**config.mk**
```make
export PLATFORM = sky130hd
export DESIGN_NAME = stbs_ctrl
export DESIGN_NICKNAME = d
export VERILOG_FILES = /design/src/rtl/stbs_pkg.sv /design/src/rtl/stbs_ctrl.sv
export SDC_FILE = /design/constraint.sdc
export NUM_CORES = 1
export LEC_CHECK = 0
export BUFFER_PORTS_ARGS = -buffer_cell sky130_fd_sc_hd__buf_2
export CAP_MARGIN = 20
export CORE_ASPECT_RATIO = 1.5
export CORE_MARGIN = 4
export CORE_UTILIZATION = 51
export CTS_CLUSTER_DIAMETER = 50
export DETAILED_ROUTE_END_ITERATION = 7
export PLACE_DENSITY = 0.83
export SLEW_MARGIN = 5
export SYNTH_ARGS = -nofsm -noshare
export SYNTH_HDL_FRONTEND = slang
export SYNTH_SLANG_ARGS = --single-unit
```
**constraint.sdc**
```tcl
create_clock -name i_clk -period 3.74 [get_ports i_clk]
set_input_delay 0.374 -clock i_clk [delete_from_list [all_inputs] [get_ports i_clk]]
set_output_delay 0.374 -clock i_clk [all_outputs]
set_load 0.02 [all_outputs]
```
**src/rtl/stbs_pkg.sv**
```systemverilog
// Package for the sorted table binary search unit: widths, types and the
// request structs passed between the sequencer and the table memory.
// No dependencies.
package stbs_pkg;

    localparam int TABLE_DEPTH = 1024;
    localparam int KEY_WIDTH   = 40;
    localparam int IDX_W       = $clog2(TABLE_DEPTH);
    localparam int COUNT_W     = $clog2(TABLE_DEPTH + 1);
    localparam int CFG_W       = 11;
    localparam int IN_IDX_W    = 10;

    localparam logic CMD_LOAD   = 1'b0;
    localparam logic CMD_SEARCH = 1'b1;

    typedef logic [KEY_WIDTH-1:0] t_key;
    typedef logic [IDX_W-1:0]     t_idx;
    typedef logic [COUNT_W-1:0]   t_count;

    typedef struct packed {
        logic en;
        t_idx addr;
        t_key data;
    } t_wr_req;

    typedef struct packed {
        logic en;
        t_idx addr;
    } t_rd_req;

endpackage

```
**src/rtl/stbs_ctrl.sv**
```systemverilog
// Search sequencer: holds the entry count, issues table writes for loads
// and walks the probe interval for searches. Depends on stbs_pkg.
module stbs_ctrl (
    input  logic                          i_clk,
    input  logic                          i_rst_n,
    input  logic                          start,
    output logic                          busy,
    input  logic                          i_command,
    input  logic [stbs_pkg::IN_IDX_W-1:0] i_entry_index,
    input  stbs_pkg::t_key                i_entry_value,
    input  stbs_pkg::t_key                i_search_key,
    input  logic                          i_cfg_we,
    input  logic [stbs_pkg::CFG_W-1:0]    i_cfg_wdata,
    output stbs_pkg::t_wr_req             o_wr,
    output stbs_pkg::t_rd_req             o_rd,
    input  stbs_pkg::t_key                i_rd_data,
    output logic                          o_done,
    output logic                          o_found
);
    import stbs_pkg::*;

    localparam logic [1:0] ST_IDLE    = 2'd0;
    localparam logic [1:0] ST_ISSUE   = 2'd1;
    localparam logic [1:0] ST_COMPARE = 2'd2;

    logic [1:0]       r_state, n_state;
    logic [CFG_W-1:0] r_entry_count;
    t_count           r_lo, n_lo;
    t_count           r_up, n_up;
    t_idx             r_mid, n_mid;
    t_key             r_key, n_key;
    logic             r_done, n_done;
    logic             r_found, n_found;

    logic             accept;
    t_count           count_sat;
    logic [COUNT_W:0] mid_sum;
    t_idx             mid;

    assign accept = start && (r_state == ST_IDLE);
    assign busy   = (r_state != ST_IDLE);

    // A count above the table depth covers the whole table.
    assign count_sat = (32'(r_entry_count) > TABLE_DEPTH) ? COUNT_W'(TABLE_DEPTH)
                                                         : COUNT_W'(r_entry_count);

    // Lower midpoint of the inclusive interval [lo, up-1]; only used when lo < up.
    assign mid_sum = {1'b0, r_lo} + {1'b0, r_up} - (COUNT_W+1)'(1);
    assign mid     = mid_sum[IDX_W:1];

    always_comb begin
        o_wr.en   = accept && (i_command == CMD_LOAD)
                    && (32'(i_entry_index) < TABLE_DEPTH);
        o_wr.addr = IDX_W'(i_entry_index);
        o_wr.data = i_entry_value;
        o_rd.en   = (r_state == ST_ISSUE) && (r_lo < r_up);
        o_rd.addr = mid;
    end

    always_comb begin
        n_state = r_state;
        n_lo    = r_lo;
        n_up    = r_up;
        n_mid   = r_mid;
        n_key   = r_key;
        n_done  = 1'b0;
        n_found = 1'b0;
        unique case (r_state)
            ST_IDLE: begin
                if (accept) begin
                    if (i_command == CMD_SEARCH) begin
                        n_state = ST_ISSUE;
                        n_lo    = '0;
                        n_up    = count_sat;
                        n_key   = i_search_key;
                    end else begin
                        n_done = 1'b1;
                    end
                end
            end
            ST_ISSUE: begin
                if (r_lo < r_up) begin
                    n_mid   = mid;
                    n_state = ST_COMPARE;
                end else begin
                    n_done  = 1'b1;
                    n_state = ST_IDLE;
                end
            end
            ST_COMPARE: begin
                priority if (i_rd_data == r_key) begin
                    n_done  = 1'b1;
                    n_found = 1'b1;
                    n_state = ST_IDLE;
                end else if (i_rd_data > r_key) begin
                    n_up    = COUNT_W'(r_mid);
                    n_state = ST_ISSUE;
                end else begin
                    n_lo    = COUNT_W'(r_mid) + COUNT_W'(1);
                    n_state = ST_ISSUE;
                end
            end
            default: begin
                n_state = ST_IDLE;
            end
        endcase
    end

    always_ff @(posedge i_clk) begin
        if (!i_rst_n) begin
            r_state       <= ST_IDLE;
            r_entry_count <= '0;
            r_done        <= 1'b0;
        end else begin
            r_state <= n_state;
            r_done  <= n_done;
            if (i_cfg_we) begin
                r_entry_count <= i_cfg_wdata;
            end
        end
    end

    always_ff @(posedge i_clk) begin
        r_lo    <= n_lo;
        r_up    <= n_up;
        r_mid   <= n_mid;
        r_key   <= n_key;
        r_found <= n_found;
    end

    assign o_done  = r_done;
    assign o_found = r_found;

endmodule

```
==> flow_summary.yaml <==
run_status:
  status: "finished, final reports clean"
synth:
  synth.most_common_cell: "inv_1"
  yosys-top-cells-area: "edfxtp_1, ha_1, buf_4, inv_1, dfxtp_1"
  syn_inst: 506
  synthFlopType: "edfxtp_1"
  synth_area_um2: 5340
  synth_common_cells: "inv_1, edfxtp_1, ha_1"
  syn_avg_cell_area_um2: 10.5
  syn-num-nets: 722
  ys_async_sr_fraction: 0
  synth_edf_count: 72
  yosysUniqueCellTypes: 45
  ys_seq_area_frac: 0.461
  synth_area_leader_cell: "edfxtp_1"
  synth_top_area_frac: 0.405
  yosys_warnings: 0
  synth_seq_cells: 87
clock_tree:
  path_clk_slew_ns: 0.06
  ctsResizeCount: 0
  cts-root-buf: "clkbuf_16"
  cts.sinks: 87
  post-cts-setup-buffers: 0
  clk_latency_ns: 0.33
  ctsHoldBuffers: 0
  h-tree-depth: 3
  cts-buffers-inserted: 9
  cts_tree: "done"
  clockBufferDepth: 2
sta:
  final_hold_viol_count: 0
  worst_slew_pin_slew_ns: 0.720
  fin_tns_setup_ns: 0
  fin_crit_sh: 0.921
  period_minus_slack_ns: 3.44
  fin_hold_ws_ns: 0.213
  skew_ns: 0.00607
  rsz0062_at_grt: "no"
  maxSlewViolCount: 0
  final-setup-viol-count: 0
  slew_headroom: 0.520
  max_freq_mhz: 290
finish:
  fin_cells: 722
  drive_gt1_frac: 0.229
  insertedDiodeCount: 0
  final_nets: 792
  areaGrowthSynthToFinish_pct: 12.0
global_routing:
  grt_usage: 0.202
  grt_first_pass_wirelength_mm: 19.1
  grtUsageMet1: 0.207
  antenna_found_initial: 0
  busiest_layer: "met2"
  gr-usage-met3: 0.0938
  grt_overflow: 0
  grt_max_degree: 26
  grtUsageMet2: 0.344
  grt_pass1_vias: 3917
floorplanning:
  rows: 45
  start_util: 0.524
  io_pins: 211
  die-height_um: 133
  core_um2: 10200
  die_w_um: 91.5
  dieArea_um2: 12200
route:
  vias: 3761
  drc: 0
  routed_wl_mm: 12.2
  drt_iter0_markers: 138
  ant_nets: 0
  via_per_inst: 5.21
  drt-pass1-iter-count: 4
  wl_per_cell_um: 16.9
worst_hold_path:
  hp-class: "input pin to register"
  hold_depth: 1
worst_setup_path:
  rr_worst_depth: 8
  required_ns: 3.37
  critPathKind: "register to output pin"
  worst-path-max-fanout: 3
  worst_setup_path_start_kind: "register"
  crit_arrival_ns: 3.07
  end_kind: "output pin"
placement:
  dp.cells: 706
  dp_hpwl_mm: 10.1
  place.gp.congestion: 0.845
  io_buffers: 110
run:
  cap_violations: 0
power_and_ir_drop:
  power_leakage_nw: 2.83
  vdd_drop_max_uv: 269
  p_per_area_nw_per_um2: 404
## path summary, 6_finish.rpt
path                    start               end  slack, ns
max                   r_lo[2]           o_rd[9]       0.30
min          i_search_key[39]         r_key[39]       0.21
max reg2reg         r_key[27]           r_lo[2]       1.03
min reg2reg  r_entry_count[3]  r_entry_count[3]       0.55
## critical path, cell delays in order (launching register included)
cell and delay, ns:
edfxtp_1 0.35, inv_1 0.06, ha_1 0.34, inv_1 0.09, ha_1 0.31, a21o_1 0.19
a21oi_2 0.17, o21ai_1 0.11, or4_1 0.44, a2111o_1 0.40, o211ai_2 0.09, buf_2 0.19
## cell type report
| cell class | count | area [um^2] |
|---|---|---|
| clock inverter | 4 | 30.0 |
| fill | 845 | 4210 |
| timing repair buffer | 114 | 581 |
| multi-input combinational | 282 | 2170 |
| tap | 141 | 176 |
| inverter | 82 | 308 |
| clock buffer | 12 | 246 |
| sequential | 87 | 2460 |
## through the flow
step / util / instance area (um^2) / setup slack (ns) / total power [mW]
after floorplan: - / 5340 / 0.981 / 1.52
after global placement: 0.559 / 5700 / 0.784 / 1.59
after detailed placement: 0.559 / 5700 / 0.645 / 1.61
after CTS: 0.586 / 5980 / 0.279 / 2.44
after global routing: 0.586 / 5980 / 0.157 / 2.55
final: 0.586 / 5980 / 0.297 / 2.41
## layout by cell type, fill, tap and decap left out, types with 2 or more instances in the layout
cell type / Yosys / routed
a211oi_1: 2 / 2
a21boi_0: 3 / 3
a21o_1: 8 / 8
a21oi_1: 23 / 23
a22o_1: 3 / 3
and2_1: 4 / 4
and3_1: 5 / 4
buf_2: 0 / 110
buf_4: 50 / 4
clkbuf_1: 4 / 2
clkbuf_16: 0 / 9
dfxtp_1: 15 / 15
edfxtp_1: 72 / 72
ha_1: 69 / 69
inv_1: 82 / 82
mux2i_1: 11 / 11
nand2_1: 23 / 23
nand2b_1: 2 / 2
nand3_1: 18 / 18
nand3b_1: 7 / 7
nand4_1: 11 / 11
nor2_1: 28 / 28
nor2b_1: 16 / 16
nor3_1: 3 / 3
nor4_1: 5 / 5
o211ai_1: 2 / 2
o21a_1: 3 / 3
o21ai_0: 4 / 4
or2_2: 2 / 2
xnor2_1: 7 / 7
xor2_1: 8 / 8
## metal layers
layer | vias up | part of all wire
li1 | 1830 | -
met1 | 1722 | 0.35
met2 | 168 | 0.50
met3 | 41 | 0.11
met4 | 0 | 0.040
met5 | - | 0
## kinds of logic after synthesis
logic type                 Yosys count  synth area share
muxes                               11            0.0206
adders and majority gates           70             0.166
and+or+nand+nor                    126             0.121
xor gates and xnor gates            15            0.0246
DFF                                 87             0.461
buffers and inverters              137             0.132
AOI/OAI and AO/OA                   60            0.0750
## flip-flops by register name (all words and copies together) (netlist names)
name           count
o_found            1
r_entry_count     11
r_lo              11
r_mid             10
r_up              11
o_done             1
r_key             40
r_state            2
## where the power goes
part	leakage, nW	total [mW]	internal (mW)	switching [mW]
Combinational	1.90	0.446	0.189	0.257
Sequential	0.800	1.14	1.11	0.0254
Clock	0.133	0.829	0.471	0.358
Total	2.83	2.41	1.77	0.641
No activity file was read; power rests on OpenSTA's default activity.
